## src/rtl/core/raw_pixel_row_packer_core_defines.svh

```systemverilog
// Assertion macros shared by the raw pixel row packer RTL.
// Define NO_ASSERTIONS to compile the checks out.
`ifndef RAW_PIXEL_ROW_PACKER_CORE_DEFINES_SVH
`define RAW_PIXEL_ROW_PACKER_CORE_DEFINES_SVH

`ifndef NO_ASSERTIONS
`define RPP_ASSERT(lbl, prop) \
  lbl: assert property (@(posedge clk) disable iff (!rst_n) prop) \
    else $error("raw pixel row packer check failed");
`define RPP_ASSERT_NEVER(lbl, expr) \
  lbl: assert property (@(posedge clk) disable iff (!rst_n) !(expr)) \
    else $error("raw pixel row packer forbidden condition");
`else
`define RPP_ASSERT(lbl, prop)
`define RPP_ASSERT_NEVER(lbl, expr)
`endif

`endif

```

## src/rtl/core/rpp_pkg.sv

```systemverilog
// Package for the raw pixel row packer: payload types, format codes and limits.
// No dependencies.
`timescale 1ns / 1ps

package rpp_pkg;

  localparam int unsigned MAX_WIDTH  = 4096;
  localparam int unsigned MAX_HEIGHT = 4096;
  localparam int unsigned DIM_W      = 13;
  localparam int unsigned OFS_W      = 26;
  localparam int unsigned STRIDE_W   = 14;
  localparam int unsigned COLOFS_W   = 15;

  localparam logic [2:0] FMT_L8     = 3'd0;
  localparam logic [2:0] FMT_I4     = 3'd1;
  localparam logic [2:0] FMT_I1     = 3'd2;
  localparam logic [2:0] FMT_RGB888 = 3'd3;
  localparam logic [2:0] FMT_RGB565 = 3'd4;

  localparam logic [1:0] CFG_PIXEL_FORMAT = 2'd0;
  localparam logic [1:0] CFG_IMAGE_WIDTH  = 2'd1;
  localparam logic [1:0] CFG_IMAGE_HEIGHT = 2'd2;

  typedef struct packed {
    logic        frame_start;
    logic [23:0] pixel_value;
  } in_payload_t;

  typedef struct packed {
    logic             status;
    logic [7:0]       data_byte;
    logic [OFS_W-1:0] byte_offset;
    logic             row_end;
    logic             frame_done;
    logic             last_of_run;
  } out_payload_t;

  typedef struct packed {
    logic [2:0]       pixel_format;
    logic [DIM_W-1:0] image_width;
    logic [DIM_W-1:0] image_height;
  } cfg_t;

  typedef struct packed {
    logic                status;
    logic [23:0]         bytes;
    logic [1:0]          n_last;
    logic [OFS_W-1:0]    row_base;
    logic [COLOFS_W-1:0] col_off;
    logic                row_end;
    logic                frame_done;
  } desc_t;

endpackage

```

## src/rtl/core/raw_pixel_row_packer_core.sv

```systemverilog
// Raw pixel row packer top level: input register s0, descriptor register s1 and
// output register. One pixel per cycle for gray8, gray4 and mono1 while out_stall
// is low; rgb565 and rgb888 stall the input while the single byte-wide output
// register sends their bytes. Synchronous active low reset clears counters and
// valid flags and sets the configuration to gray8, one by one pixel.
// Depends on rpp_pkg, rpp_cfg_regs, rpp_pack and rpp_emit.
`timescale 1ns / 1ps

module raw_pixel_row_packer_core (
  input  logic                       clk,
  input  logic                       rst_n,
  input  logic                       in_valid,
  output logic                       in_stall,
  input  rpp_pkg::in_payload_t       in_data,
  output logic                       out_valid,
  input  logic                       out_stall,
  output rpp_pkg::out_payload_t      out_data,
  input  logic                       cfg_valid,
  output logic                       cfg_ready,
  input  logic [1:0]                 cfg_index,
  input  logic [rpp_pkg::DIM_W-1:0]  cfg_data
);

  rpp_pkg::cfg_t        cfg;
  rpp_pkg::in_payload_t s0_r, s0_nxt;
  logic                 s0_v_r, s0_v_nxt;
  rpp_pkg::desc_t       desc;
  logic                 desc_emit, emit_ready, s0_adv, in_take;

  rpp_cfg_regs u_cfg (
    .clk       (clk),
    .rst_n     (rst_n),
    .cfg_valid (cfg_valid),
    .cfg_ready (cfg_ready),
    .cfg_index (cfg_index),
    .cfg_data  (cfg_data),
    .cfg       (cfg)
  );

  assign s0_adv   = s0_v_r && emit_ready;
  assign in_stall = s0_v_r && !s0_adv;
  assign in_take  = in_valid && !in_stall;

  always_comb begin
    s0_nxt   = in_take ? in_data : s0_r;
    s0_v_nxt = in_take ? 1'b1 : (s0_adv ? 1'b0 : s0_v_r);
  end

  always_ff @(posedge clk) begin
    if (!rst_n) begin
      s0_v_r <= 1'b0;
    end else begin
      s0_v_r <= s0_v_nxt;
    end
  end

  always_ff @(posedge clk) begin
    s0_r <= s0_nxt;
  end

  rpp_pack u_pack (
    .clk       (clk),
    .rst_n     (rst_n),
    .cfg       (cfg),
    .pix       (s0_r),
    .advance   (s0_adv),
    .desc      (desc),
    .desc_emit (desc_emit)
  );

  rpp_emit u_emit (
    .clk       (clk),
    .rst_n     (rst_n),
    .desc_in   (desc),
    .load      (s0_adv && desc_emit),
    .ready     (emit_ready),
    .out_valid (out_valid),
    .out_stall (out_stall),
    .out_data  (out_data)
  );

endmodule

```

## src/rtl/core/rpp_cfg_regs.sv

```systemverilog
// Configuration register file for the raw pixel row packer.
// Depends on rpp_pkg.
`timescale 1ns / 1ps

module rpp_cfg_regs (
  input  logic                       clk,
  input  logic                       rst_n,
  input  logic                       cfg_valid,
  output logic                       cfg_ready,
  input  logic [1:0]                 cfg_index,
  input  logic [rpp_pkg::DIM_W-1:0]  cfg_data,
  output rpp_pkg::cfg_t              cfg
);

  rpp_pkg::cfg_t cfg_r;
  rpp_pkg::cfg_t cfg_nxt;

  assign cfg_ready = 1'b1;
  assign cfg       = cfg_r;

  always_comb begin
    cfg_nxt = cfg_r;
    if (cfg_valid) begin
      unique case (cfg_index)
        rpp_pkg::CFG_PIXEL_FORMAT: cfg_nxt.pixel_format = cfg_data[2:0];
        rpp_pkg::CFG_IMAGE_WIDTH:  cfg_nxt.image_width  = cfg_data;
        rpp_pkg::CFG_IMAGE_HEIGHT: cfg_nxt.image_height = cfg_data;
        default: begin
        end
      endcase
    end
  end

  always_ff @(posedge clk) begin
    if (!rst_n) begin
      cfg_r.pixel_format <= rpp_pkg::FMT_L8;
      cfg_r.image_width  <= rpp_pkg::DIM_W'(1);
      cfg_r.image_height <= rpp_pkg::DIM_W'(1);
    end else begin
      cfg_r <= cfg_nxt;
    end
  end

endmodule

```

## src/rtl/core/rpp_pack.sv

```systemverilog
// Pixel packing stage: row and column counters, the partial byte buffer and
// the row base multiply. Depends on rpp_pkg and the assertion macro header.
`timescale 1ns / 1ps
`include "raw_pixel_row_packer_core_defines.svh"

module rpp_pack (
  input  logic                 clk,
  input  logic                 rst_n,
  input  rpp_pkg::cfg_t        cfg,
  input  rpp_pkg::in_payload_t pix,
  input  logic                 advance,
  output rpp_pkg::desc_t       desc,
  output logic                 desc_emit
);

  localparam int unsigned DW = rpp_pkg::DIM_W;

  logic [DW-1:0] row_r, row_nxt;
  logic [DW-1:0] col_r, col_nxt;
  logic [7:0]    pbuf_r, pbuf_nxt;

  logic [DW-1:0] w, h;
  logic [DW-1:0] row_cur, col_cur;
  logic [7:0]    pbuf_cur, pbuf_new, i1_bit;
  logic          beyond, rend, fdone;
  logic [rpp_pkg::STRIDE_W-1:0] stride, w_ext;
  logic [rpp_pkg::COLOFS_W-1:0] col_off;
  logic [rpp_pkg::OFS_W-1:0]    prod_full;
  logic          emit_ok;
  logic [1:0]    n_last;
  logic [23:0]   bytes;

  always_comb begin
    if (cfg.image_width == '0) begin
      w = DW'(1);
    end else if (cfg.image_width > DW'(rpp_pkg::MAX_WIDTH)) begin
      w = DW'(rpp_pkg::MAX_WIDTH);
    end else begin
      w = cfg.image_width;
    end
    if (cfg.image_height == '0) begin
      h = DW'(1);
    end else if (cfg.image_height > DW'(rpp_pkg::MAX_HEIGHT)) begin
      h = DW'(rpp_pkg::MAX_HEIGHT);
    end else begin
      h = cfg.image_height;
    end
  end

  assign row_cur  = pix.frame_start ? '0 : row_r;
  assign col_cur  = pix.frame_start ? '0 : col_r;
  assign pbuf_cur = pix.frame_start ? '0 : pbuf_r;

  assign beyond = row_cur >= h;
  assign rend   = ({1'b0, col_cur} + 14'd1) >= {1'b0, w};
  assign fdone  = rend && (({1'b0, row_cur} + 14'd1) == {1'b0, h});
  assign w_ext  = {1'b0, w};
  assign i1_bit = pix.pixel_value[0] ? (8'h80 >> col_cur[2:0]) : 8'h00;

  always_comb begin
    stride   = w_ext;
    col_off  = {2'b00, col_cur};
    pbuf_new = pbuf_cur;
    emit_ok  = 1'b1;
    n_last   = 2'd0;
    bytes    = pix.pixel_value;
    unique case (cfg.pixel_format)
      rpp_pkg::FMT_I4: begin
        stride   = (w_ext + 14'd1) >> 1;
        col_off  = {3'b000, col_cur[DW-1:1]};
        pbuf_new = col_cur[0] ? {pbuf_cur[7:4], pix.pixel_value[3:0]}
                              : {pix.pixel_value[3:0], 4'h0};
        emit_ok  = col_cur[0] || rend;
        bytes    = {16'h0000, pbuf_new};
      end
      rpp_pkg::FMT_I1: begin
        stride   = (w_ext + 14'd7) >> 3;
        col_off  = {5'b00000, col_cur[DW-1:3]};
        pbuf_new = (col_cur[2:0] == 3'd0) ? i1_bit : (pbuf_cur | i1_bit);
        emit_ok  = (col_cur[2:0] == 3'd7) || rend;
        bytes    = {16'h0000, pbuf_new};
      end
      rpp_pkg::FMT_RGB888: begin
        stride  = w_ext + {w, 1'b0};
        col_off = {2'b00, col_cur} + {1'b0, col_cur, 1'b0};
        n_last  = 2'd2;
      end
      rpp_pkg::FMT_RGB565: begin
        stride  = {w, 1'b0};
        col_off = {1'b0, col_cur, 1'b0};
        n_last  = 2'd1;
      end
      default: begin
      end
    endcase
  end

  assign prod_full = rpp_pkg::OFS_W'(row_cur) * rpp_pkg::OFS_W'(stride);

  always_comb begin
    desc.status     = 1'b0;
    desc.bytes      = bytes;
    desc.n_last     = n_last;
    desc.row_base   = prod_full;
    desc.col_off    = col_off;
    desc.row_end    = rend;
    desc.frame_done = fdone;
    desc_emit       = emit_ok;
    if (beyond) begin
      desc.status     = 1'b1;
      desc.bytes      = '0;
      desc.n_last     = 2'd0;
      desc.row_base   = '0;
      desc.col_off    = '0;
      desc.row_end    = 1'b0;
      desc.frame_done = 1'b0;
      desc_emit       = 1'b1;
    end
  end

  always_comb begin
    row_nxt  = row_r;
    col_nxt  = col_r;
    pbuf_nxt = pbuf_r;
    if (advance) begin
      row_nxt  = row_cur;
      col_nxt  = col_cur;
      pbuf_nxt = pbuf_cur;
      if (!beyond) begin
        if (rend) begin
          row_nxt  = row_cur + DW'(1);
          col_nxt  = '0;
          pbuf_nxt = '0;
        end else begin
          col_nxt  = col_cur + DW'(1);
          pbuf_nxt = pbuf_new;
        end
      end
    end
  end

  always_ff @(posedge clk) begin
    if (!rst_n) begin
      row_r  <= '0;
      col_r  <= '0;
      pbuf_r <= '0;
    end else begin
      row_r  <= row_nxt;
      col_r  <= col_nxt;
      pbuf_r <= pbuf_nxt;
    end
  end

  `RPP_ASSERT(a_row_bounded, row_r <= DW'(rpp_pkg::MAX_HEIGHT))
  `RPP_ASSERT(a_col_bounded, col_r < DW'(rpp_pkg::MAX_WIDTH))

endmodule

```

## src/rtl/core/rpp_emit.sv

```systemverilog
// Result stage: holds one packed pixel descriptor and sends its bytes one
// transaction at a time through the output register. Depends on rpp_pkg and the assertion macro header.
`timescale 1ns / 1ps
`include "raw_pixel_row_packer_core_defines.svh"

module rpp_emit (
  input  logic                  clk,
  input  logic                  rst_n,
  input  rpp_pkg::desc_t        desc_in,
  input  logic                  load,
  output logic                  ready,
  output logic                  out_valid,
  input  logic                  out_stall,
  output rpp_pkg::out_payload_t out_data
);

  rpp_pkg::desc_t        s1_r, s1_nxt;
  logic                  s1_v_r, s1_v_nxt;
  logic [1:0]            idx_r, idx_nxt;
  logic                  out_valid_r, out_valid_nxt;
  rpp_pkg::out_payload_t out_r, out_nxt;

  logic out_free, take, last_byte;
  logic [7:0] sel_byte;

  assign out_free  = !out_valid_r || !out_stall;
  assign take      = out_free && s1_v_r;
  assign last_byte = idx_r == s1_r.n_last;
  assign ready     = !s1_v_r || (take && last_byte);

  always_comb begin
    unique case (idx_r)
      2'd0:    sel_byte = s1_r.bytes[7:0];
      2'd1:    sel_byte = s1_r.bytes[15:8];
      2'd2:    sel_byte = s1_r.bytes[23:16];
      default: sel_byte = 8'h00;
    endcase
  end

  always_comb begin
    out_nxt.status      = s1_r.status;
    out_nxt.data_byte   = sel_byte;
    out_nxt.byte_offset = s1_r.row_base + rpp_pkg::OFS_W'(s1_r.col_off)
                          + rpp_pkg::OFS_W'(idx_r);
    out_nxt.row_end     = s1_r.row_end && last_byte;
    out_nxt.frame_done  = s1_r.frame_done && last_byte;
    out_nxt.last_of_run = last_byte;

    out_valid_nxt = out_free ? s1_v_r : out_valid_r;
    idx_nxt       = idx_r;
    if (take) begin
      idx_nxt = last_byte ? 2'd0 : idx_r + 2'd1;
    end
    s1_v_nxt = s1_v_r;
    if (load) begin
      s1_v_nxt = 1'b1;
    end else if (take && last_byte) begin
      s1_v_nxt = 1'b0;
    end
    s1_nxt = load ? desc_in : s1_r;
  end

  always_ff @(posedge clk) begin
    if (!rst_n) begin
      s1_v_r      <= 1'b0;
      idx_r       <= 2'd0;
      out_valid_r <= 1'b0;
    end else begin
      s1_v_r      <= s1_v_nxt;
      idx_r       <= idx_nxt;
      out_valid_r <= out_valid_nxt;
    end
  end

  always_ff @(posedge clk) begin
    s1_r <= s1_nxt;
    if (take) begin
      out_r <= out_nxt;
    end
  end

  assign out_valid = out_valid_r;
  assign out_data  = out_r;

  `RPP_ASSERT(a_idx_in_range, s1_v_r |-> idx_r <= s1_r.n_last)
  `RPP_ASSERT(a_last_marked, (take && last_byte) |=> out_valid_r && out_r.last_of_run)
  `RPP_ASSERT_NEVER(a_err_clean, out_valid_r && out_r.status && (out_r.byte_offset != '0))

endmodule

```

## config.mk

```make
export PLATFORM = sky130hd
export DESIGN_NAME = raw_pixel_row_packer_core
export DESIGN_NICKNAME = d
export VERILOG_FILES = /design/src/rtl/core/rpp_pkg.sv /design/src/rtl/core/raw_pixel_row_packer_core.sv /design/src/rtl/core/rpp_cfg_regs.sv /design/src/rtl/core/rpp_pack.sv /design/src/rtl/core/rpp_emit.sv
export VERILOG_INCLUDE_DIRS = /design/src /design/src/rtl/core
export SDC_FILE = /design/constraint.sdc
export NUM_CORES = 1
export LEC_CHECK = 0
export ABC_AREA = 1
export BUFFER_PORTS_ARGS = -buffer_cell sky130_fd_sc_hd__buf_2
export CORE_MARGIN = 3
export CORE_UTILIZATION = 30
export DETAILED_ROUTE_END_ITERATION = 16
export GPL_TIMING_DRIVEN = 0
export SYNTH_ARGS = -nofsm -noshare
export SYNTH_HDL_FRONTEND = slang
export SYNTH_HIERARCHICAL = 1
export SYNTH_SLANG_ARGS = --single-unit
```

## constraint.sdc

```tcl
create_clock -name clk -period 6.6 [get_ports clk]
set_input_delay 0.33 -clock clk [delete_from_list [all_inputs] [get_ports clk]]
set_output_delay 0.33 -clock clk [all_outputs]
set_load 0.05 [all_outputs]
```

==> out/results.tsv <==
stage	metric	value	unit
sta	number_of_hold_violations_in_the_final_report	0	
clock_network	cts_buffer_depth	3	
routing	route.vias.total	18300	
yosys	postSynthCellCount	2694	
die	die-height	264	microns
global_route	grt_pass1_wl	94.8	mm
critical_path	critical-path-top-cell-by-count	nand3_2	
yosys	postSynthRegisterBits	201	
sta	timing.final.crit_period	7.01	ns
power	power.ir.vdd_worst	0.000169	V
global_route	grt_max_degree	42	
clock_network	clk_pin_slew_worst_paths	0.06	ns
die	die-width	264	microns
sta	worst-slew-pin-transition	1.23	ns
die	num_rows	94	
sta	rsz0062_at_grt	yes	
yosys	edff_count_synth	133	
finish	area_delta_synth_final	21.8	%
yosys	synth_top_cell_area_share	19.9	%
clock_network	root_buffer_selected_by_cts	clkbuf_16	
die	floorplan.initialDensity	30.3	%
critical_path	startpoint_class_of_the_critical_path	flop	
routing	drt-pass1-iter-count	5	
sta	fmax	143	MHz
die	coreArea	66000	sq um
status	outcome	finished, violations left	
global_route	number_of_antenna_violations_at_the_first_check_in_global_routing	0	
power	power	4.73	mW
critical_path	critical-path-slowest-cell	fa_1	
finish	diodes	0	
power	p_per_area	194	nW/um^2
yosys	synth_cell_types	56	
yosys	synthesis.area	20000	sq um
routing	antenna_left	0	
flow_run	max_cap_check_violation_count	0	
routing	first_iter_violations	1574	
routing	drt-vias-per-instance	4.83	
routing	finalWirelength	59.7	mm
clock_network	tritoncts	done	
clock_network	worstSkewPairLatency	0.55	ns
sta	slew_headroom	17.8	%
finish	final_core_utilization	37.0	%
finish	fillcell_total	6827	
critical_path	cp_slowest_stage_delay	0.60	ns
sta	postLayoutSetupSlackWorst	-0.413	ns
critical_path	crit_path_max_fanout	6	
critical_path	setup.worst_path.end_class	flop	
critical_path	worst-endpoint-arrival	7.32	ns
status	violated_checks	setup timing	
finish	post_route_cells_drive_above_1_share	18.8	%
yosys	yosysTopAreaCell	edfxtp_1	
yosys	syn_avg_cell_area	7.43	sq um
die	io-pin-count	86	
global_route	global_route.overflow_total	0	
sta	worst_clock_skew	0.0195	ns
finish	final_nets	3250	
yosys	most_common_flop_cell_mapped_by_yosys	edfxtp_1	
yosys	synthTopCellsByArea	edfxtp_1 20%, fa_1 14%, nand2_1 11%	
yosys	syn-num-nets	3035	
clock_network	cts.sinks	201	
critical_path	cp.required	6.91	ns
placement	gp_congestion	0.916	
placement	port_buffers	83	
placement	place_hpwl	46.1	mm
yosys	synth-warning-count	6	
global_route	grt.total_usage	16.8	%
yosys	async_reset_ff_share	0	%
routing	avgRoutedWirePerCell	15.8	microns
global_route	grt_pass1_vias	17600	
clock_network	cts_htree_levels	1	
power	power.static_leakage	11.6	nW
die	die_area	69900	sq um
sta	setup_viol	16	
critical_path	timing_worst_setup_path_type	flop to flop	
yosys	seq_area_frac_synth	26.7	%
sta	drv_slew	0	
clock_network	cts-buffers-inserted	25	
min_path	min-delay-path-class	input port to flop	
sta	timing.final.crit_share	106	%
routing	detail_route.drc_violations	0	
-- critical path, delay by kind of cell, from the launching register on --
kind / cells / cell delay [ns]
fa+ha+maj: 8 / 3.27
simple gates: 23 / 2.44
buf+inv: 8 / 0.61
flops: 1 / 0.32
xor+xnor: 1 / 0.12
-- cells in the mapped netlist (all sizes together) (7+ instances only) --
master,count
o21ai,95
clkinv,11
clkbuf,37
or2,7
a31oi,10
a21oi,155
fa,136
buf,34
nand3,218
ha,160
nand4,29
nand2,655
nor3,26
xor2,31
a211oi,7
inv,474
o22ai,11
xnor2,14
nor2,342
edfxtp,133
dfxtp,68
-- cells by family after synthesis --
family | synth area share [%]
DFF | 26.7
adders and majority gates | 23.6
AOI/OAI and AO/OA | 8.49
and+or+nand+nor | 28.2
buffers and inverters | 11.0
xor gates and xnor gates | 1.97
other | 0.0187
-- placed cells by master (no fill, tap or decap), types with 20 or more instances in the layout --
cell type / Yosys / routed
a21oi_1: 155 / 133
buf_2: 18 / 99
buf_4: 6 / 74
clkbuf_1: 37 / 40
clkbuf_16: 0 / 25
dfxtp_1: 68 / 58
dlygate4sd3_1: 0 / 25
edfxtp_1: 133 / 133
fa_1: 136 / 130
ha_1: 160 / 129
ha_4: 0 / 26
inv_1: 458 / 422
inv_2: 15 / 43
nand2_1: 603 / 571
nand2_2: 49 / 62
nand3_1: 204 / 193
nand3_2: 12 / 20
nand4_1: 28 / 28
nor2_1: 315 / 290
nor2_2: 17 / 37
o21ai_0: 91 / 76
xor2_1: 31 / 30
-- power by group --
group	switching [mW]	total [mW]	internal, mW	leakage (nW)
Sequential	0.0533	1.56	1.51	1.82
Combinational	1.17	1.73	0.558	9.37
Clock	0.557	1.44	0.881	0.430
Total	1.78	4.73	2.95	11.6
-- flip-flops by register name (all words and copies together), names as in the netlist --
register          cells
u_emit/out_data      38
u_cfg/cfg            29
u_emit/idx_r          2
u_emit/s1_v_r         1
s0_v_r                1
u_emit/out_nxt        1
u_pack/row_r         13
s0_r                 25
u_emit/out_valid      1
u_pack/pbuf_r         8
u_pack/col_r         13
u_emit/s1_r          69
-- routing by layer --
metal | track usage, % | up-vias | part of all wire [%]
met5 | 0 | - | 0
met4 | 4.14 | 0 | 2.9
met3 | 2.47 | 119 | 7.3
met2 | 27.2 | 676 | 45
met1 | 23.5 | 8482 | 45
li1 | - | 9028 | -
-- what timing repair did --
action | CTS | global route
gates resized for setup | 169 | 83
pin swaps | 107 | 85
endpoints found under the hold margin | 25 | 0
cloned | 1 | 0
hold buffers | 25 | 0
setup endpoints to repair | 19 | 19
buffers inserted | 59 | 19
-- path summary, 6_finish.rpt --
kind | startpoint | end | slack (ns) | cells past startpoint
setup / recovery | u_cfg/cfg[13] | u_emit/s1_r[42] | -0.41 | 40
hold / removal | cfg_data[7] | u_cfg/cfg[20] | 0.04 | 3
setup reg to reg | u_cfg/cfg[13] | u_emit/s1_r[42] | -0.41 | 40
hold reg to reg | u_emit/out_nxt[37] | u_emit/out_data[37] | 0.42 | 0
-- layout make-up --
class / instances / area (sq um) / share of cell area [%]
multi-input combinational: 1937 / 13400 / 55.1
sequential: 201 / 5370 / 22.0
inverter: 485 / 1850 / 7.57
timing repair buffer: 188 / 1380 / 5.64
tap: 864 / 1080 / 4.43
clock buffer: 30 / 664 / 2.72
buffer: 71 / 399 / 1.64
clock inverter: 16 / 208 / 0.852
-- per-stage QoR --
stage                     instances  worst slack (ns)  hold WS [ns]  TNS, ns  instance area, sq um
after detailed placement       3643             -1.05         0.419   -15.04                 21700
final                          3792            -0.413        0.0386    -5.47                 24400
after floorplan                2694           -0.0162         0.400  -0.0324                 20100
after global routing           3792            -0.690        0.0411    -9.95                 24400
after global placement         3641             -1.06         0.402   -69.75                 21600
after CTS                      3774            -0.402        0.0211    -4.40                 24000
Power figures use the tool's default switching activity.
